<file path="src/hw/rtl/dbsf_pkg.sv">
// shared constants and types for the dle byte stuffing framer
// no dependencies
package dbsf_pkg;

    // line control symbols
    localparam logic [7:0] SYM_DLE = 8'h10;
    localparam logic [7:0] SYM_STX = 8'h02;
    localparam logic [7:0] SYM_ETX = 8'h03;

    // fixed slot layout of the bytes one item can cause
    localparam int NUM_SLOTS   = 7;
    localparam int SLOT_H_DLE  = 0;
    localparam int SLOT_H_STX  = 1;
    localparam int SLOT_STUFF  = 2;
    localparam int SLOT_DATA   = 3;
    localparam int SLOT_T_DLE  = 4;
    localparam int SLOT_T_ETX  = 5;
    localparam int SLOT_BCC    = 6;

    typedef logic [NUM_SLOTS-1:0] t_slot_mask;
    typedef logic [7:0]           t_byte;

endpackage

</file>
<file path="src/hw/rtl/dle_byte_stuffing_framer.sv">
// An accepted item waits in the pending slot mask; its first line byte then moves to the
// output byte register. Throughput: one line byte per cycle while the line side is ready,
// set by the single output register; an item causes 1 to 7 bytes, two or more for a DLE.
// A new item is taken while the last byte of the previous one moves out.
// Reset (synchronous, active low) clears the pending slots, output valid, in-frame, check.
// top level of the dle stx/etx byte stuffing framer with xor block check
// depends on dbsf_pkg
module dle_byte_stuffing_framer
    import dbsf_pkg::*;
(
    input  logic       i_clk,
    input  logic       i_rst_n,
    // input item stream
    input  logic       i_s_tvalid,
    output logic       o_s_tready,
    input  logic [7:0] i_s_tdata,   // [7:0] payload_byte
    input  logic       i_s_tlast,   // last_byte
    // line byte stream
    output logic       o_m_tvalid,
    input  logic       i_m_tready,
    output logic [7:0] o_m_tdata,   // [7:0] line_byte
    output logic       o_m_tlast    // end_of_run
);

    // pending item: slot mask, data byte and closing check byte
    t_slot_mask r_mask, n_mask;
    t_byte      r_data, n_data;
    t_byte      r_bcc, n_bcc;
    // frame state
    logic       r_in_frame, n_in_frame;
    t_byte      r_check, n_check;
    // output register
    logic       r_out_valid, n_out_valid;
    t_byte      r_out_byte, n_out_byte;
    logic       r_out_last, n_out_last;

    logic       out_free;
    logic       move;
    logic       accept;
    t_slot_mask sel;
    t_slot_mask rest;
    t_byte      slot_byte [NUM_SLOTS];
    t_byte      sel_byte;
    t_byte      acc_check;
    t_slot_mask acc_mask;

    // output handshake and slot selection
    assign out_free   = !r_out_valid || i_m_tready;
    assign move       = (r_mask != '0) && out_free;
    assign sel        = r_mask & (~r_mask + t_slot_mask'(1));
    assign rest       = r_mask & ~sel;
    assign o_s_tready = (r_mask == '0) || (move && (rest == '0));
    assign accept     = i_s_tvalid && o_s_tready;

    // bytes of each slot
    always_comb begin
        slot_byte[SLOT_H_DLE] = SYM_DLE;
        slot_byte[SLOT_H_STX] = SYM_STX;
        slot_byte[SLOT_STUFF] = SYM_DLE;
        slot_byte[SLOT_DATA]  = r_data;
        slot_byte[SLOT_T_DLE] = SYM_DLE;
        slot_byte[SLOT_T_ETX] = SYM_ETX;
        slot_byte[SLOT_BCC]   = r_bcc;
    end

    // one-hot byte mux
    always_comb begin
        sel_byte = '0;
        for (int k = 0; k < NUM_SLOTS; k++) begin
            if (sel[k]) begin
                sel_byte = sel_byte | slot_byte[k];
            end
        end
    end

    // slots and check update for an incoming item
    always_comb begin
        acc_check = (r_in_frame ? r_check : '0) ^ i_s_tdata;
        acc_mask = '0;
        acc_mask[SLOT_H_DLE] = !r_in_frame;
        acc_mask[SLOT_H_STX] = !r_in_frame;
        acc_mask[SLOT_STUFF] = (i_s_tdata == SYM_DLE);
        acc_mask[SLOT_DATA]  = 1'b1;
        acc_mask[SLOT_T_DLE] = i_s_tlast;
        acc_mask[SLOT_T_ETX] = i_s_tlast;
        acc_mask[SLOT_BCC]   = i_s_tlast;
    end

    // next state
    always_comb begin
        n_mask      = move ? rest : r_mask;
        n_data      = r_data;
        n_bcc       = r_bcc;
        n_in_frame  = r_in_frame;
        n_check     = r_check;
        n_out_valid = r_out_valid && !i_m_tready;
        n_out_byte  = r_out_byte;
        n_out_last  = r_out_last;
        if (move) begin
            n_out_valid = 1'b1;
            n_out_byte  = sel_byte;
            n_out_last  = (rest == '0);
        end
        if (accept) begin
            n_mask     = acc_mask;
            n_data     = i_s_tdata;
            n_bcc      = acc_check ^ SYM_ETX;
            n_in_frame = !i_s_tlast;
            n_check    = i_s_tlast ? '0 : acc_check;
        end
    end

    // control registers
    always_ff @(posedge i_clk) begin
        if (!i_rst_n) begin
            r_mask      <= '0;
            r_in_frame  <= 1'b0;
            r_check     <= '0;
            r_out_valid <= 1'b0;
        end else begin
            r_mask      <= n_mask;
            r_in_frame  <= n_in_frame;
            r_check     <= n_check;
            r_out_valid <= n_out_valid;
        end
    end

    // payload registers
    always_ff @(posedge i_clk) begin
        r_data     <= n_data;
        r_bcc      <= n_bcc;
        r_out_byte <= n_out_byte;
        r_out_last <= n_out_last;
    end

    assign o_m_tvalid = r_out_valid;
    assign o_m_tdata  = r_out_byte;
    assign o_m_tlast  = r_out_last;

endmodule

</file>
<file path="config.mk">
export PLATFORM = sky130hd
export DESIGN_NAME = dle_byte_stuffing_framer
export DESIGN_NICKNAME = d
export VERILOG_FILES = /design/src/hw/rtl/dbsf_pkg.sv /design/src/hw/rtl/dle_byte_stuffing_framer.sv
export SDC_FILE = /design/constraint.sdc
export NUM_CORES = 1
export LEC_CHECK = 0
export BUFFER_PORTS_ARGS = -buffer_cell sky130_fd_sc_hd__buf_4
export CAP_MARGIN = 20
export CELL_PAD_IN_SITES_DETAIL_PLACEMENT = 1
export CELL_PAD_IN_SITES_GLOBAL_PLACEMENT = 1
export CORE_MARGIN = 2
export CORE_UTILIZATION = 30
export DETAILED_ROUTE_END_ITERATION = 6
export PLACE_DENSITY_LB_ADDON = 0.1
export SLEW_MARGIN = 40
export SYNTH_ARGS = -nofsm -noshare
export SYNTH_HDL_FRONTEND = slang
export SYNTH_SLANG_ARGS = --single-unit
</file>
<file path="constraint.sdc">
create_clock -name i_clk -period 3.3 [get_ports i_clk]
set_input_delay 0 -clock i_clk [delete_from_list [all_inputs] [get_ports i_clk]]
set_output_delay 0 -clock i_clk [all_outputs]
set_load 0.03 [all_outputs]
</file>
==> results.sh, run 1 <==
export IMPL_clk_path_buf_depth=2
export IMPL_yosysTopAreaCell="edfxtp_1"
export IMPL_grt_antenna_before_repair=0
export IMPL_ys_top_cells_by_area="edfxtp_1 (40%), dfxtp_1 (18%), nand2_1 (5.6%)"
export IMPL_dieHeight_um=83.2
export IMPL_power_density_nw_per_um2=991
export IMPL_cp_data_required_time_ns=3.23
export IMPL_clkPwrFrac_pct=14.7
export IMPL_ir_drop_v=0.000352
export IMPL_cts_tree="yes"
export IMPL_wl_met1_um=1970
export IMPL_clkSinkCount=42
export IMPL_cts_root_buffer="clkbuf_8"
export IMPL_max_cap_violations=0
export IMPL_regToRegSetupSlack_ns=0.88
export IMPL_p_int_mw=1.35
export IMPL_seq_area_frac_synth_pct=57.9
export IMPL_route_met2_wl_um=2040
export IMPL_slowest_stage="nor4_1"
export IMPL_syn_inst=171
export IMPL_start_kind="flop"
export IMPL_insertion_delay_ns=0.30
export IMPL_grt_pass1_wl_um=7040
export IMPL_leakagePower_nw=0.857
export IMPL_fmax_mhz=414
export IMPL_relSlewSlack_pct=51.8
export IMPL_htree_levels=2
export IMPL_rsz0062_at_grt="false"
export IMPL_synth_nets=184
export IMPL_tns_ns=0
export IMPL_seqPwrFrac_pct=44.1
export IMPL_area_growth_pct=20.8
export IMPL_post_route_min_period_ns=2.42
export IMPL_synth_most_common_cell="nand2_1"
export IMPL_die_area_um2=6930
export IMPL_routabilityCongestion=0.815
export IMPL_power_mw=2.25
export IMPL_nets=211
export IMPL_path_buf_inv=1
export IMPL_ios=24
export IMPL_start_util_pct=31.4
export IMPL_die_width_um=83.2
export IMPL_hold_path_class="input pin to flop"
export IMPL_clk_pin_slew_ns=0.09
export IMPL_placedCellCount=258
export IMPL_grt_overflow=0
export IMPL_grt_pass1_vias=1429
export IMPL_rows=28
export IMPL_nFillCells=647
export IMPL_placed_area_um2=2100
export IMPL_arrival_ns=2.35
export IMPL_cp_end_kind="flop"
export IMPL_ys_warn_count=0
export IMPL_pwr_share_comb_pct=41.2
export IMPL_ys_seq_elements=42
export IMPL_routed_top_layer="met4"
export IMPL_drt_iter0_drc=96
export IMPL_vias_per_cell=4.99
export IMPL_vias=1368
export IMPL_worstSetupPathType="flop to flop"
export IMPL_layout_drive_gt1_share_pct=19.6
export IMPL_critPathMaxStageDelay_ns=0.60
export IMPL_cts_made_buffers=5
export IMPL_status="finished, final reports clean"
export IMPL_hold_viol=0
export IMPL_maxSlewViolCount=0
export IMPL_drt_first_pass_iters=4
export IMPL_dp_hpwl_um=3010
export IMPL_instances_no_fill=274
export IMPL_cpLargestDelayFamily="simple AND/OR/NAND/NOR gates"
export IMPL_drc=0
export IMPL_synth_commonest_cells="nand2_1 (28), edfxtp_1 (25), dfxtp_1 (17)"
export IMPL_skew_ns=0.0117
export IMPL_synth_distinct_cells=42
export IMPL_ant_nets=0
export IMPL_switching_share_pct=40.0
export IMPL_grtUsageTotal_pct=12.6
export IMPL_grt_max_degree=22
export IMPL_setup_viol=0
export IMPL_wirelength_um=4190
export IMPL_switchingPower_mw=0.902
export IMPL_period_share_pct=73.3
export IMPL_synth_area_um2=1880
export IMPL_synth_async_reset_ratio_pct=0
export IMPL_avgSynthCellArea_um2=11.0
export IMPL_port_buffers=23
export IMPL_antenna_cells=0
export IMPL_crit_chain="nor4_1 > o21ai_0 > a21oi_2 > a41oi_4 > inv_1"
export IMPL_core_area_um2=5990
export IMPL_synth_main_ff_cell="edfxtp_1"
export IMPL_wl_met3_um=168
export IMPL_wire_per_inst_um=15.3
export IMPL_cts_resized=0
export IMPL_fin_area_um2=2270
export IMPL_synth_top_area_share_pct=39.9
export IMPL_worst_pin_slew_ns=0.718
export IMPL_cp_max_fo=16
export IMPL_synth_edf_count=25
registers in the layout (all words and copies together) (netlist names):
name and cells:
r_in_frame 1, r_bcc 8, r_data 8, o_m_tdata 8, r_mask 7, o_m_tvalid 1, o_m_tlast 1, r_check 8
power groups by stage:
stage | registers [mW] | logic (mW) | clock network, mW
after floorplan | 1.03 | 0.634 | 0
after global placement | 0.999 | 0.908 | 0
after detailed placement | 1.01 | 0.929 | 0
after CTS | 0.998 | 0.939 | 0.342
after global routing | 1.03 | 1.02 | 0.364
final | 0.994 | 0.929 | 0.331
routing by layer:
| metal | track usage (%) | up-vias |
|---|---|---|
| met4 | 3.13 | 0 |
| met1 | 16.1 | 669 |
| met5 | 0 | - |
| met2 | 21.0 | 29 |
| met3 | 3.68 | 3 |
| li1 | - | 667 |
what timing repair did:
item | 4_1_cts | 5_1_grt
hold buffers | 8 | 0
hold endpoints to repair | 8 | 0
buffers inserted | 0 | 0
placed cells by master (no fill, tap or decap), drive strengths merged, types with 3 or more instances in the layout:
master / n
a21oi: 6
a22o: 5
buf: 25
clkbuf: 5
dfxtp: 17
dlygate4sd3: 8
edfxtp: 25
mux2i: 7
nand2: 28
nand3: 5
nor2: 9
nor2b: 3
o21ai: 11
or3: 3
xnor2: 6
metrics by stage:
stage	setup slack, ns	util, %	hold slack, ns
floorplan	0.773	-	0.0989
global placement	0.952	35.0	0.214
detailed placement	0.899	35.1	0.214
CTS	0.893	38.0	0.000169
global route	0.697	38.0	0.0207
finish	0.882	38.0	0.00201
cells by family (layout without fill, tap and decap cells):
kind of cell / count (synthesis) / count (layout) / synth area share [%]
fa+ha+maj: 1 / 1 / 0.532
simple gates: 60 / 60 / 15.1
xor+xnor: 8 / 8 / 3.72
buf+inv: 15 / 43 / 3.92
compound gates: 36 / 36 / 13.9
flops: 42 / 42 / 57.9
mux: 9 / 9 / 4.92
path summary, 6_finish.rpt:
path / startpoint / endpoint / cells past startpoint
max: r_mask[2] / r_data[4] / 5
max reg2reg: r_mask[2] / r_data[4] / 5
min: i_s_tlast / r_mask[5] / 3
min reg2reg: r_check[3] / r_check[3] / 2
cell type report:
cell class	instances	area, um^2	share of cell area [%]
Inverter	2	7.51	0.330
Multi-Input combinational cell	114	724	31.8
Clock inverter	3	21.3	0.935
Sequential cell	42	1090	48.0
Clock buffer	5	68.8	3.03
Tap cell	75	93.8	4.13
Timing Repair Buffer	33	268	11.8
worst reg2reg max path, delay by kind of cell (launching register included):
kind	cells	cell delay, ns
buffers and inverters	1	0.47
and+or+nand+nor	1	0.60
DFF	1	0.40
AOI/OAI and AO/OA	3	0.59
No activity file was read; power rests on OpenSTA's default activity.
==> run 2, diff against run 1 <==
clock period = 2 ns   (was 3.3 ns; I/O delays follow)
==> results.sh, run 2 (synthesis gave the netlist of run 1 again) <==
export IMPL_hold_viol=0
export IMPL_status="complete, but fails checks"
export IMPL_layout_drive_gt1_share_pct=30.1
export IMPL_grtUsageTotal_pct=14.2
export IMPL_rr_endpoint="r_check[1]"
export IMPL_start_kind="flop"
export IMPL_vias=1478
export IMPL_maxSlewViolCount=0
export IMPL_utilization_pct=42.0
export IMPL_clk_pin_slew_ns=0.09
export IMPL_core_area_um2=5990
export IMPL_grt_max_degree=22
export IMPL_wirelength_um=4720
export IMPL_nFillCells=665
export IMPL_hold_end="o_m_tvalid"
export IMPL_multi_input_area_um2=758
export IMPL_insertion_delay_ns=0.30
export IMPL_worstHoldStart="i_rst_n"
export IMPL_dieHeight_um=83.2
export IMPL_antenna_cells=0
export IMPL_worstSetupPathType="flop to flop"
export IMPL_cts_tree="yes"
export IMPL_cp_max_fo=7
export IMPL_drc=0
export IMPL_seq_area_um2=1090
export IMPL_dp_hpwl_um=3350
export IMPL_max_cap_violations=0
export IMPL_power_density_nw_per_um2=1740
export IMPL_rsz0062_at_grt="true"
export IMPL_leakagePower_nw=0.976
export IMPL_whs_ns=0.0783
export IMPL_final_common_cell="buf_4"
export IMPL_clkSinkCount=42
export IMPL_worst_pin_slew_ns=0.541
export IMPL_regToRegSetupSlack_ns=-0.007
export IMPL_grt_pass1_vias=1544
export IMPL_period_share_pct=100
export IMPL_fin_ws_ns=-0.00703
export IMPL_hold_path_class="input pin to flop"
export IMPL_relSlewSlack_pct=63.8
export IMPL_ant_nets=0
export IMPL_wire_per_inst_um=16.1
export IMPL_cp_data_required_time_ns=2.18
export IMPL_cts_made_buffers=5
export IMPL_reg2regPathDepth=6
export IMPL_port_buffers=23
export IMPL_setup_viol=7
export IMPL_ir_drop_v=0.000568
export IMPL_die_width_um=83.2
export IMPL_cts_root_buffer="clkbuf_8"
export IMPL_post_route_min_period_ns=2.01
export IMPL_grt_overflow=0
export IMPL_worstReg2RegStart="r_mask[3]"
export IMPL_vias_per_cell=5.03
export IMPL_ios=24
export IMPL_failed_checks="setup timing"
export IMPL_grt_pass1_wl_um=7920
export IMPL_whs_path_depth=2
export IMPL_start_util_pct=31.4
export IMPL_power_mw=4.37
export IMPL_cp_end_kind="flop"
export IMPL_arrival_ns=2.19
export IMPL_skew_ns=0.0112
export IMPL_cp_startpoint="r_mask[3]"
export IMPL_clk_path_buf_depth=2
export IMPL_htree_levels=2
export IMPL_routabilityCongestion=0.757
export IMPL_most_common_layout_cells="buf_4 (39), nand2_1 (28), edfxtp_1 (25)"
export IMPL_nets=231
export IMPL_drt_first_pass_iters=4
export IMPL_drt_iter0_drc=68
export IMPL_grt_antenna_before_repair=0
export IMPL_fmax_mhz=498
export IMPL_rows=28
export IMPL_die_area_um2=6930
export IMPL_area_growth_pct=33.6
-- run 2: power by group --
part	total [mW]	switching [mW]	internal [mW]	leakage, nW
registers	1.55	0.154	1.39	0.387
logic	2.25	1.22	1.04	0.544
clock network	0.573	0.321	0.252	0.0447
-- run 2: how the worst max path moves through the flow --
stage / to / depth (start not counted)
global placement: r_check[1] / 6
finish: r_check[1] / 6
global route: r_bcc[6] / 6
detailed placement: r_check[1] / 6
CTS: r_check[1] / 6
floorplan: r_bcc[0] / 7
-- run 2: timing repair --
action / CTS / global route
pin swaps: 1 / 1
endpoints found under the setup margin: 18 / 33
endpoints found under the hold margin: 9 / 0
resized for setup: 10 / 10
hold buffers: 9 / 0
buffers inserted: 5 / 0
-- run 2: area by class of cell --
class / count / share of cell area (%)
clock buffer: 5 / 2.74
clock inverter: 3 / 0.995
inverter: 2 / 0.448
multi-input combinational: 114 / 30.1
sequential: 42 / 43.4
tap: 75 / 3.73
timing repair buffer: 53 / 18.5
-- run 2: metal layers --
metal,up-vias,share of wire (%),track usage [%]
met4,0,2.8,5.22
li1,710,-,-
met3,12,3.9,2.98
met2,35,47,23.6
met1,721,46,18.3
met5,-,0,0
-- run 2: stage by stage --
stage / setup TNS, ns / cell area (um^2) / cells / setup slack, ns
3_3_place_gp: -0.339 / 2210 / 272 / -0.0316
5_1_grt: -1.00 / 2510 / 294 / -0.0577
2_1_floorplan: -4.13 / 1890 / 171 / -0.246
3_5_place_dp: -0.846 / 2210 / 272 / -0.0729
6_report: -0.0380 / 2510 / 294 / -0.00703
4_1_cts: -0.329 / 2480 / 294 / -0.0280
-- run 2: worst max-delay path, cell delays in order (launching register included) --
cell     delay (ns)
dfxtp_2        0.33
or4_4          0.53
or3_4          0.35
a21oi_4        0.15
a41oi_4        0.07
buf_12         0.20
mux2_2         0.26
==> run 3, diff against run 2 <==
==> constraint.sdc (replaced) <==
create_clock -name i_clk -period 2 [get_ports i_clk]
set_input_delay 0.1 -clock i_clk [delete_from_list [all_inputs] [get_ports i_clk]]
set_output_delay 0.1 -clock i_clk [all_outputs]
set_load 0.03 [all_outputs]
==> results.sh, run 3 (synthesis gave the netlist of run 1 again) <==
export IMPL_clk_pin_slew_ns=0.09
export IMPL_ios=24
export IMPL_vias_per_cell=4.91
export IMPL_p_int_mw=2.62
export IMPL_start_kind="flop"
export IMPL_utilization_pct=40.6
export IMPL_rows=28
export IMPL_placedCellCount=271
export IMPL_crit_chain="or4_4 > or3_1 > a21oi_2 > a41oi_4 > buf_12 > mux2_2"
export IMPL_start_util_pct=31.4
export IMPL_pwr_share_comb_pct=50.0
export IMPL_layout_drive_gt1_share_pct=30.7
export IMPL_setup_viol=15
export IMPL_fin_ws_ns=-0.0219
export IMPL_cts_made_buffers=5
export IMPL_hold_viol=0
export IMPL_hold_path_class="input pin to flop"
export IMPL_cp_end_kind="flop"
export IMPL_cp_data_required_time_ns=2.19
export IMPL_ir_drop_v=0.000619
export IMPL_fmax_mhz=495
export IMPL_wire_per_inst_um=15.5
export IMPL_critPathMaxStageDelay_ns=0.53
export IMPL_switchingPower_mw=1.63
export IMPL_seqPwrFrac_pct=36.5
export IMPL_wirelength_um=4460
export IMPL_whs_ns=0.00718
export IMPL_maxSlewViolCount=0
export IMPL_relSlewSlack_pct=64.4
export IMPL_nets=224
export IMPL_regToRegSetupSlack_ns=-0.02
export IMPL_status="complete, but fails checks"
export IMPL_arrival_ns=2.22
export IMPL_tns_ns=-0.166
export IMPL_final_common_cell="buf_4"
export IMPL_clkPwrFrac_pct=13.5
export IMPL_instances_no_fill=287
export IMPL_clkSinkCount=42
export IMPL_core_area_um2=5990
export IMPL_skew_ns=0.00677
export IMPL_cts_tree="yes"
export IMPL_failed_checks="setup timing"
export IMPL_drc=0
export IMPL_post_route_min_period_ns=2.02
export IMPL_dp_hpwl_um=3290
export IMPL_port_buffers=23
export IMPL_dieHeight_um=83.2
export IMPL_leakagePower_nw=0.935
export IMPL_slowest_stage="or4_4"
export IMPL_drt_first_pass_iters=4
export IMPL_most_common_layout_cells="buf_4 (39), nand2_1 (28), edfxtp_1 (25)"
export IMPL_area_growth_pct=29.0
export IMPL_grt_max_degree=22
export IMPL_placed_area_um2=2210
export IMPL_grt_pass1_vias=1500
export IMPL_grtUsageTotal_pct=13.5
export IMPL_drt_iter0_drc=50
export IMPL_fin_area_um2=2430
export IMPL_vias=1409
export IMPL_dp_slack_ns=-0.0640
export IMPL_grt_pass1_wl_um=7510
export IMPL_switching_share_pct=38.5
export IMPL_worstSetupPathType="flop to flop"
export IMPL_ant_nets=0
export IMPL_antenna_cells=0
export IMPL_die_width_um=83.2
export IMPL_die_area_um2=6930
export IMPL_cts_root_buffer="clkbuf_8"
export IMPL_grt_overflow=0
export IMPL_power_density_nw_per_um2=1750
export IMPL_grt_antenna_before_repair=0
export IMPL_routabilityCongestion=0.753
export IMPL_power_mw=4.25
export IMPL_cp_max_fo=13
export IMPL_htree_levels=2
export IMPL_period_share_pct=101
export IMPL_nFillCells=670
export IMPL_max_cap_violations=0
export IMPL_insertion_delay_ns=0.30
export IMPL_rsz0062_at_grt="true"
export IMPL_worst_pin_slew_ns=0.533
export IMPL_clk_path_buf_depth=2
[run 3: cell count changes in the layout (fill, tap and decap cells not counted), sizes merged]
cell	delta
buf	-2
dlygate4sd3	-5
clkinv	-1
clkinvlp	+1
[run 3: cell type report]
cell class / instances / area (um^2) / area share [%]
timing repair buffer: 46 / 393 / 16.2
multi-input combinational: 114 / 746 / 30.7
clock inverter: 3 / 23.8 / 0.978
sequential: 42 / 1090 / 45.0
clock buffer: 5 / 68.8 / 2.83
tap: 75 / 93.8 / 3.86
inverter: 2 / 11.3 / 0.463
[run 3: timing repair]
item                                    4_1_cts  5_1_grt
hold buffers                                  2        2
resized for setup                             4        6
cloned                                        0        0
endpoints found under the setup margin       19       23
pin swaps                                     0        1
endpoints found under the hold margin         2        2
setup buffers                                 3        1
[run 3: power by group through the flow]
stage | sequential (mW) | combinational, mW | clock, mW
floorplan | 1.70 | 1.08 | 0
global placement | 1.55 | 1.84 | 0
detailed placement | 1.57 | 1.86 | 0
CTS | 1.55 | 2.09 | 0.593
global route | 1.59 | 2.30 | 0.622
finish | 1.55 | 2.12 | 0.573
[run 3: final timing paths]
path / from / endpoint / cells after the start
min reg2reg: r_check[5] / r_check[5] / 2
min: i_s_tdata[0] / r_data[0] / 1
max: r_mask[3] / r_check[1] / 6
max reg2reg: r_mask[3] / r_check[1] / 6
[run 3: routing by layer]
layer	up-vias	share of wire [%]	GRT usage (%)
met5	-	0	0
met4	0	1.0	3.58
met3	6	4.4	3.68
met2	29	47	21.7
met1	679	47	18.0
li1	695	-	-
[run 3: worst max-delay path: cells and delay by family (launching register included)]
family	cells	cell delay, ns
AND/OR/NAND/NOR	2	0.86
flip-flops	1	0.33
multiplexers	1	0.27
AO/OA/AOI/OAI	2	0.26
buffers and inverters	1	0.20
